**src/rtl/orbm_pkg.sv**
```systemverilog
`default_nettype none
// ----------------------------------------------------------------------------
// orbm_pkg - shared constants, types and index helpers
// Ring geometry, operation codes and the request/response bundles between
// the top level and the find engine.
// ----------------------------------------------------------------------------
package orbm_pkg;

	localparam int BUF_BYTES = 512;
	localparam int IDX_W     = $clog2(BUF_BYTES);
	localparam int MAX_PAT   = 8;
	localparam int PAT_W     = 64;
	localparam int PLEN_W    = 4;
	localparam int CNT_W     = $clog2(MAX_PAT + 1);
	localparam int PSEL_W    = (MAX_PAT > 1) ? $clog2(MAX_PAT) : 1;
	localparam int OFS_W     = 9;
	localparam int AVAIL_W   = 9;
	localparam int BYTE_W    = 8;

	localparam logic [1:0] OP_PUT   = 2'd0;
	localparam logic [1:0] OP_DRAIN = 2'd1;
	localparam logic [1:0] OP_PEEK  = 2'd2;
	localparam logic [1:0] OP_FIND  = 2'd3;

	typedef logic [IDX_W-1:0] idx_t;

	typedef struct packed {
		logic             start;
		idx_t             base;
		idx_t             count;
		logic [PAT_W-1:0] pattern;
		logic [CNT_W-1:0] plen;
	} find_req_t;

	typedef struct packed {
		logic              done;
		logic              found;
		logic              rd_en;
		idx_t              rd_addr;
	} find_rsp_t;

	function automatic idx_t idx_inc(input idx_t a);
		idx_t r;
		if (a == IDX_W'(BUF_BYTES - 1)) begin
			r = '0;
		end else begin
			r = a + idx_t'(1);
		end
		return r;
	endfunction

	function automatic idx_t idx_add(input idx_t a, input idx_t b);
		logic [IDX_W:0] s;
		s = {1'b0, a} + {1'b0, b};
		if (s >= (IDX_W+1)'(BUF_BYTES)) begin
			s = s - (IDX_W+1)'(BUF_BYTES);
		end
		return s[IDX_W-1:0];
	endfunction

	// (a - b) mod ring size
	function automatic idx_t idx_sub(input idx_t a, input idx_t b);
		logic [IDX_W:0] s;
		if (a >= b) begin
			s = {1'b0, a} - {1'b0, b};
		end else begin
			s = {1'b0, a} + (IDX_W+1)'(BUF_BYTES) - {1'b0, b};
		end
		return s[IDX_W-1:0];
	endfunction

endpackage
`default_nettype wire

```
**src/rtl/orbm_ram.sv**
```systemverilog
`default_nettype none
// ----------------------------------------------------------------------------
// orbm_ram - generic simple dual-port RAM
// One write port, one read port, registered read data.
// ----------------------------------------------------------------------------
module orbm_ram #(
	parameter int WIDTH = 8,
	parameter int DEPTH = 512
) (
	input  wire logic                     clk,
	input  wire logic                     we,
	input  wire logic [$clog2(DEPTH)-1:0] waddr,
	input  wire logic [WIDTH-1:0]         wdata,
	input  wire logic                     re,
	input  wire logic [$clog2(DEPTH)-1:0] raddr,
	output logic      [WIDTH-1:0]         rdata
);

	logic [WIDTH-1:0] mem_q [DEPTH];

	always_ff @(posedge clk) begin
		if (we) begin
			mem_q[waddr] <= wdata;
		end
		if (re) begin
			rdata <= mem_q[raddr];
		end
	end

endmodule
`default_nettype wire

```
**src/rtl/orbm_find.sv**
```systemverilog
`default_nettype none
// ----------------------------------------------------------------------------
// orbm_find - pattern search engine
// Streams the held bytes oldest first through an eight-byte window and runs
// one shared masked compare against the aligned pattern after every shift.
// ----------------------------------------------------------------------------
module orbm_find (
	input  wire logic                clk,
	input  wire logic                arst_n,
	input  wire orbm_pkg::find_req_t req,
	input  wire logic [7:0]          rd_data,
	output orbm_pkg::find_rsp_t      rsp
);

	localparam logic F_IDLE = 1'b0;
	localparam logic F_RUN  = 1'b1;

	logic                        fstate_q;
	orbm_pkg::idx_t              addr_q;
	orbm_pkg::idx_t              rem_q;
	logic                        pend_s1;
	logic                        new_q;
	logic [orbm_pkg::CNT_W-1:0]  fill_q;
	logic [orbm_pkg::CNT_W-1:0]  plen_q;
	logic                        found_q;
	logic [7:0]                  win_q  [orbm_pkg::MAX_PAT];
	logic [7:0]                  apat_q [orbm_pkg::MAX_PAT];
	logic [7:0]                  apat_d [orbm_pkg::MAX_PAT];
	logic                        issue;
	logic                        done;
	logic                        hit;

	// window slot i holds the byte read i shifts ago; pattern byte plen-1-i
	// lines up with it
	always_comb begin
		for (int i = 0; i < orbm_pkg::MAX_PAT; i++) begin
			if (orbm_pkg::CNT_W'(i) < req.plen) begin
				apat_d[i] = req.pattern[8*(32'(req.plen) - 1 - i) +: 8];
			end else begin
				apat_d[i] = '0;
			end
		end
	end

	// shared compare unit
	always_comb begin
		hit = 1'b1;
		for (int i = 0; i < orbm_pkg::MAX_PAT; i++) begin
			if (orbm_pkg::CNT_W'(i) < plen_q && win_q[i] != apat_q[i]) begin
				hit = 1'b0;
			end
		end
	end

	assign issue = (fstate_q == F_RUN) && (rem_q != '0);
	assign done  = (fstate_q == F_RUN) && (rem_q == '0) && !pend_s1 && !new_q;

	always_ff @(posedge clk or negedge arst_n) begin
		if (!arst_n) begin
			fstate_q <= F_IDLE;
			rem_q    <= '0;
			pend_s1  <= 1'b0;
			new_q    <= 1'b0;
			fill_q   <= '0;
			found_q  <= 1'b0;
		end else begin
			pend_s1 <= issue;
			new_q   <= pend_s1;
			case (fstate_q)
				F_IDLE: begin
					if (req.start) begin
						fstate_q <= F_RUN;
						rem_q    <= req.count;
						fill_q   <= '0;
						found_q  <= 1'b0;
					end
				end
				F_RUN: begin
					if (issue) begin
						rem_q <= rem_q - orbm_pkg::idx_t'(1);
					end
					if (pend_s1 && fill_q != orbm_pkg::CNT_W'(orbm_pkg::MAX_PAT)) begin
						fill_q <= fill_q + orbm_pkg::CNT_W'(1);
					end
					if (new_q && fill_q >= plen_q && hit) begin
						found_q <= 1'b1;
					end
					if (done) begin
						fstate_q <= F_IDLE;
					end
				end
				default: begin
					fstate_q <= F_IDLE;
				end
			endcase
		end
	end

	always_ff @(posedge clk) begin
		if (fstate_q == F_IDLE && req.start) begin
			addr_q <= req.base;
			plen_q <= req.plen;
			apat_q <= apat_d;
		end else if (issue) begin
			addr_q <= orbm_pkg::idx_inc(addr_q);
		end
		if (pend_s1) begin
			win_q[0] <= rd_data;
			for (int i = 1; i < orbm_pkg::MAX_PAT; i++) begin
				win_q[i] <= win_q[i-1];
			end
		end
	end

	assign rsp.done    = done;
	assign rsp.found   = found_q;
	assign rsp.rd_en   = issue;
	assign rsp.rd_addr = addr_q;

endmodule
`default_nettype wire

```
**src/rtl/overwrite_ring_buffer_with_match_core.sv**
```systemverilog
`default_nettype none
// ----------------------------------------------------------------------------
// overwrite_ring_buffer_with_match_core - byte ring with peek and find
// Overwrite-oldest receive ring: put, drain, peek at offset, find pattern.
// ----------------------------------------------------------------------------
//
//  channel  | dir | tdata (low bit up)                             | tuser
//  ---------+-----+------------------------------------------------+-----------
//  s_*      | in  | data_byte, peek_offset, pattern, pattern_length | operation
//  m_*      | out | available, peek_byte, peek_valid, found         | -
//
//  Put and drain answer from the result register; puts stream one per cycle
//  while m_tready is high. Peek passes the registered RAM read and the peek
//  state. Find streams the held bytes oldest first, one byte per cycle into
//  the compare window; a zero length or one above the held count skips the
//  walk. s_tready is low while a peek or find runs or an untaken result
//  waits. Reset leaves the store alone; it is never read outside the held range.
//
module overwrite_ring_buffer_with_match_core (
	input  wire logic        clk,
	input  wire logic        arst_n,
	input  wire logic        s_tvalid,
	output logic             s_tready,
	// [7:0] data_byte, [16:8] peek_offset, [80:17] pattern,
	// [84:81] pattern_length, [87:85] zero
	input  wire logic [87:0] s_tdata,
	// [1:0] operation
	input  wire logic [1:0]  s_tuser,
	output logic             m_tvalid,
	input  wire logic        m_tready,
	// [8:0] available, [16:9] peek_byte, [17] peek_valid, [18] found,
	// [23:19] zero
	output logic [23:0]      m_tdata
);

	localparam logic [1:0] ST_IDLE = 2'd0;
	localparam logic [1:0] ST_PEEK = 2'd1;
	localparam logic [1:0] ST_FIND = 2'd2;

	// request fields
	logic [7:0]                    data_byte;
	logic [orbm_pkg::OFS_W-1:0]    peek_offset;
	logic [orbm_pkg::PAT_W-1:0]    pattern;
	logic [orbm_pkg::PLEN_W-1:0]   pattern_length;
	logic [1:0]                    operation;

	assign data_byte      = s_tdata[7:0];
	assign peek_offset    = s_tdata[16:8];
	assign pattern        = s_tdata[80:17];
	assign pattern_length = s_tdata[84:81];
	assign operation      = s_tuser;

	logic [1:0]                    state_q;
	orbm_pkg::idx_t                wr_q;
	orbm_pkg::idx_t                rd_q;

	// output register
	logic                          out_vld_q;
	orbm_pkg::idx_t                avail_q;
	logic [7:0]                    pbyte_q;
	logic                          pvalid_q;
	logic                          found_q;

	logic                          accept;
	logic                          out_free;
	orbm_pkg::idx_t                held;
	orbm_pkg::idx_t                wr_nxt;
	orbm_pkg::idx_t                rd_nxt;
	orbm_pkg::idx_t                peek_addr;
	logic                          peek_ok;
	logic [orbm_pkg::CNT_W-1:0]    plen_sat;
	logic                          find_short;
	logic                          find_run;

	logic                          ram_we;
	logic                          ram_re;
	orbm_pkg::idx_t                ram_raddr;
	logic [7:0]                    ram_rdata;

	orbm_pkg::find_req_t           freq;
	orbm_pkg::find_rsp_t           frsp;

	assign out_free = !out_vld_q || m_tready;
	assign s_tready = (state_q == ST_IDLE) && out_free;
	assign accept   = s_tvalid && s_tready;

	assign held = orbm_pkg::idx_sub(wr_q, rd_q);

	// put: advance write side, drop oldest when the ring fills
	always_comb begin
		wr_nxt = orbm_pkg::idx_inc(wr_q);
		if (wr_nxt == rd_q) begin
			rd_nxt = orbm_pkg::idx_inc(rd_q);
		end else begin
			rd_nxt = rd_q;
		end
	end

	assign peek_ok   = 32'(peek_offset) < 32'(held);
	assign peek_addr = orbm_pkg::idx_add(rd_q, orbm_pkg::IDX_W'(peek_offset));

	// lengths above the pattern capacity saturate
	assign plen_sat = (32'(pattern_length) > orbm_pkg::MAX_PAT)
		? orbm_pkg::CNT_W'(orbm_pkg::MAX_PAT) : orbm_pkg::CNT_W'(pattern_length);
	// zero length or longer than held: answer without a walk
	assign find_short = (plen_sat == '0) || (32'(plen_sat) > 32'(held));
	assign find_run   = accept && operation == orbm_pkg::OP_FIND && !find_short;

	assign freq.start   = find_run;
	assign freq.base    = rd_q;
	assign freq.count   = held;
	assign freq.pattern = pattern;
	assign freq.plen    = plen_sat;

	assign ram_we    = accept && operation == orbm_pkg::OP_PUT;
	assign ram_re    = (accept && operation == orbm_pkg::OP_PEEK && peek_ok) || frsp.rd_en;
	assign ram_raddr = (state_q == ST_FIND) ? frsp.rd_addr : peek_addr;

	orbm_ram #(
		.WIDTH (orbm_pkg::BYTE_W),
		.DEPTH (orbm_pkg::BUF_BYTES)
	) u_store (
		.clk   (clk),
		.we    (ram_we),
		.waddr (wr_q),
		.wdata (data_byte),
		.re    (ram_re),
		.raddr (ram_raddr),
		.rdata (ram_rdata)
	);

	orbm_find u_find (
		.clk     (clk),
		.arst_n  (arst_n),
		.req     (freq),
		.rd_data (ram_rdata),
		.rsp     (frsp)
	);

	// sequencer, indices and result valid
	always_ff @(posedge clk or negedge arst_n) begin
		if (!arst_n) begin
			state_q   <= ST_IDLE;
			wr_q      <= '0;
			rd_q      <= '0;
			out_vld_q <= 1'b0;
		end else begin
			if (out_vld_q && m_tready) begin
				out_vld_q <= 1'b0;
			end
			case (state_q)
				ST_IDLE: begin
					if (accept) begin
						case (operation)
							orbm_pkg::OP_PUT: begin
								wr_q      <= wr_nxt;
								rd_q      <= rd_nxt;
								out_vld_q <= 1'b1;
							end
							orbm_pkg::OP_DRAIN: begin
								rd_q      <= wr_q;
								out_vld_q <= 1'b1;
							end
							orbm_pkg::OP_PEEK: begin
								if (peek_ok) begin
									state_q <= ST_PEEK;
								end else begin
									out_vld_q <= 1'b1;
								end
							end
							default: begin
								if (find_short) begin
									out_vld_q <= 1'b1;
								end else begin
									state_q <= ST_FIND;
								end
							end
						endcase
					end
				end
				ST_PEEK: begin
					out_vld_q <= 1'b1;
					state_q   <= ST_IDLE;
				end
				ST_FIND: begin
					if (frsp.done) begin
						out_vld_q <= 1'b1;
						state_q   <= ST_IDLE;
					end
				end
				default: begin
					state_q <= ST_IDLE;
				end
			endcase
		end
	end

	// result payload
	always_ff @(posedge clk) begin
		if (state_q == ST_IDLE && accept) begin
			pbyte_q  <= '0;
			pvalid_q <= 1'b0;
			found_q  <= 1'b0;
			case (operation)
				orbm_pkg::OP_PUT: begin
					avail_q <= orbm_pkg::idx_sub(wr_nxt, rd_nxt);
				end
				orbm_pkg::OP_DRAIN: begin
					avail_q <= '0;
				end
				orbm_pkg::OP_PEEK: begin
					avail_q <= held;
				end
				default: begin
					avail_q <= held;
					found_q <= (plen_sat == '0);
				end
			endcase
		end else if (state_q == ST_PEEK) begin
			pbyte_q  <= ram_rdata;
			pvalid_q <= 1'b1;
		end else if (state_q == ST_FIND && frsp.done) begin
			found_q <= frsp.found;
		end
	end

	assign m_tvalid = out_vld_q;
	assign m_tdata  = {5'b0, found_q, pvalid_q, pbyte_q, orbm_pkg::AVAIL_W'(avail_q)};

endmodule
`default_nettype wire

```
**config.mk**
```make
export PLATFORM = sky130hd
export DESIGN_NAME = overwrite_ring_buffer_with_match_core
export DESIGN_NICKNAME = d
export VERILOG_FILES = /design/src/rtl/orbm_pkg.sv /design/src/rtl/orbm_ram.sv /design/src/rtl/orbm_find.sv /design/src/rtl/overwrite_ring_buffer_with_match_core.sv
export SDC_FILE = /design/constraint.sdc
export NUM_CORES = 2
export LEC_CHECK = 0
export BUFFER_PORTS_ARGS = -buffer_cell sky130_fd_sc_hd__buf_2
export CORE_UTILIZATION = 45
export DETAILED_ROUTE_END_ITERATION = 12
export GPL_ROUTABILITY_DRIVEN = 0
export HOLD_SLACK_MARGIN = 0.05
export PLACE_DENSITY_LB_ADDON = 0.25
export REMOVE_ABC_BUFFERS = 1
export SLEW_MARGIN = 20
export SYNTH_ARGS = -nofsm -noshare
export SYNTH_HDL_FRONTEND = slang
export SYNTH_MEMORY_MAX_BITS = 65536
export SYNTH_SLANG_ARGS = --single-unit
```
**constraint.sdc**
```tcl
create_clock -name clk -period 15.9 [get_ports clk]
set_input_delay 1.59 -clock clk [delete_from_list [all_inputs] [get_ports clk]]
set_output_delay 1.59 -clock clk [all_outputs]
set_load 0.01 [all_outputs]
```
==> out/qor.txt <==
worst slew margin relative to its limit -> 0.2186
# DRC -> 0
FF-to-FF Start -> rd_q[0]
hold_buf cts -> 0
Hold WS -> 0.4591 ns
fmax -> 140.0 MHz
final worst slack -> 8.757 ns
most frequent cell after synthesis -> edfxtp_1
clk slew on worst S/H paths -> 0.06 ns
ordered list of cells on the worst path -> buf_2, ha_1, fa_1, xor2_1, mux2_2, a31oi_4, buf_4, buf_4, nand2_4, buf_4, o22ai_1, o21ai_0, o21a_1, o311a_1, nor4b_2, nor3b_2
Pwr Density -> 197.0 nW/um2
IO Pins -> 120
Post-Synthesis Cells -> 8775
Yosys cell types -> 92
family with the most delay on the worst path -> buffers and inverters
worst slew pin tran -> 1.169 ns
Bufs and invs on worst path -> 4
antenna-violating nets left -> 0
post-synth top area share -> 0.7451
worst path required time -> 16.56 ns
critical path depth -> 16
die area -> 383500 um2
fin cells -> 14360
RSZ-0062 raised after global routing -> false
post_cts resized -> 0
area delta synth->final -> 11.45%
Critical Path Sink Type -> flip-flop
Max-Cap Viols -> 0
DRT iter0 DRCs -> 11890
CTS root buf -> clkbuf_16
vias in the first global route -> 87570
Tcrit/Tclk final -> 0.4492
Setup CP Type -> in -> reg
startpoint types -> primary input
EDFF count, synth -> 4255
Final setup viols -> 0
Vias -> 88450
reg2reg end -> u_store.rdata[0]
most frequent cells after synthesis -> edfxtp_1, mux4_2, nor2_1
Core ar. -> 379200 um2
Synth area leader -> edfxtp_1
final hold vios -> 0
Crit path largest cell delay -> 0.76 ns
global-route wire length before repair -> 653700 um
CTS Buf Count -> 426
cell area after synthesis -> 171500 um2
Starting Density -> 0.4522
ranking of synthesized cells by area -> edfxtp_1, mux4_2, nor2_1
Final Util -> 0.5040
# placed instances -> 13560
# port buffers -> 111
Clock Skews -> 0.1076 ns
Pre-antenna DRT Iters -> 6
FP Rows -> 226
grt ovf -> 0
HPWL after DPL -> 274900 um
Top FF cell, synth -> edfxtp_1
CTS H-tree depth -> 5
Power Total -> 0.03765 W
CTS Buffer Depth -> 4
clock sinks -> 4302
# nets final -> 9132
CTS tree -> built
drt wl/cell -> 32.36 um
GR Util All Layers -> 0.2397
largest net degree at the start of global routing -> 177
mean area per synthesized cell -> 19.54 um2
Filler Cells Inserted -> 30070
dpl ws -> 7.966 ns
Setup crit end -> u_store.rdata[0]
share of cells above drive strength 1 -> 0.2160
sequential element share of the synthesized area -> 0.7517
Peak supply drop -> 0.0002349 V
Clock Latency Late Sink -> 1.01 ns
crit path from -> s_tdata[8]
cell mode on critical path -> buf_4
antenna violations before repair -> 34
status -> completed
Leakage -> 60.13 nW
Post-CTS Setup Repair Bufs -> 0
Max Slew Vio Count -> 0
Synthesis Warnings -> 0
critical path's slowest cell -> buf_4
min cycle time layout -> 7.143 ns
Async S/R FF share, synth -> 0.008833
register-to-register setup slack -> 8.93 ns
R2R cell count -> 15
Routed Wire Length -> 464700 um
HP Class -> reg -> reg
via density per instance -> 6.160
largest fanout on the critical path -> 30
#FFs+latches synth -> 4302
Critical Path AT -> 7.81 ns
die width -> 619.3 um
die height -> 619.3 um
-- cells in the final DEF (no fill, tap or decap), types with 41 or more instances in the layout --
cell       netlist  routed
nor2_1         843     831
a21oi_1        161     160
mux4_2         997     997
a22oi_1         90      90
bufinv_16        0      51
o22ai_1        148     148
a32oi_1         42      42
buf_4           38     164
clkbuf_16        0     430
xnor2_1         56      54
mux2i_1        213     212
ha_1            66      66
o21ai_0        166     165
clkinv_2         0      87
clkbuf_1       217      68
nand2_1        481     459
nand3_1        105     104
edfxtp_1      4255    4255
xor2_1          51      51
clkinv_1         1      90
buf_2          146     103
nand4_1         48      48
inv_1           41      41
-- final cells by class --
class | instances | area (um2) | share of cell area
sequential | 4302 | 128900 | 0.6745
multi-input combinational | 3903 | 39540 | 0.2069
clock buffer | 500 | 11040 | 0.05778
tap | 5016 | 6276 | 0.03284
clock inverter | 274 | 2923 | 0.01529
timing repair buffer | 292 | 2197 | 0.01150
inverter | 44 | 165.2 | 0.0008642
antenna | 28 | 70.07 | 0.0003666
-- kinds of logic (layout without fill, tap and decap cells) --
logic type               after synthesis  after routing  share of synthesized area
AND/OR/NAND/NOR                     1668           1668                    0.04113
XOR/XNOR                             107            107                   0.005465
AO/OA/AOI/OAI                        819            819                    0.03124
flip-flops                          4302           4302                     0.7517
buffers and inverters                574           1110                    0.02012
other                                  1             33                 0.00002187
adder cells (fa/ha/maj)               69             69                   0.005166
multiplexers                        1235           1235                     0.1451
-- layer usage --
layer	vias to the layer above	routed length, um	track usage	part of all wire
li1	36170	-	-	-
met1	47030	184500	0.3364	0.40
met2	4545	220300	0.3786	0.47
met3	703	45500	0.05022	0.098
met4	2	14450	0.07410	0.031
met5	-	19	0	0.000041
-- worst min-delay path by stage --
| stage | start | endpoint | slack [ns] | cells past startpoint |
|---|---|---|---|---|
| after detailed placement | u_store.rdata[4] | u_find.win_q[0][4] | 0.44 | 0 |
| final | u_store.rdata[7] | u_find.win_q[0][7] | 0.46 | 0 |
| after global routing | u_store.rdata[5] | u_find.win_q[0][5] | 0.47 | 0 |
| after global placement | u_store.rdata[7] | u_find.win_q[0][7] | 0.43 | 0 |
| after floorplan | u_store.rdata[0] | u_find.win_q[0][0] | 0.43 | 0 |
| after CTS | u_store.rdata[0] | u_find.win_q[0][0] | 0.46 | 0 |
-- power by group --
group          switching [W]  total [W]  internal, W  leakage, nW
registers           0.000163     0.0129       0.0127         38.9
logic                0.00931     0.0147      0.00534         14.4
clock network        0.00432     0.0101      0.00580         6.82
total                 0.0138     0.0377       0.0238         60.1
-- state kept, by name (all words and copies together), names as in the netlist --
signal	count
u_find.fstate_q	1
u_find.new_q	1
u_find.apat_q	64
u_find.win_q	64
u_find.plen_q	4
wr_q	9
avail_q	9
found_q	1
u_find.addr_q	9
m_tvalid	1
pbyte_q	8
rd_q	9
u_find.fill_q	4
pvalid_q	1
u_store.mem_q	4096
u_find.found_q	1
u_find.rem_q	9
state_q	2
u_store.rdata	8
u_find.pend_s1	1
-- metrics by stage --
stage,setup TNS [ns],cell area (um2)
after floorplan,-157.29,168200
after global placement,0,177000
after detailed placement,0,177000
after CTS,0,191000
after global routing,0,191100
final,0,191100
Power figures use the tool's default switching activity.
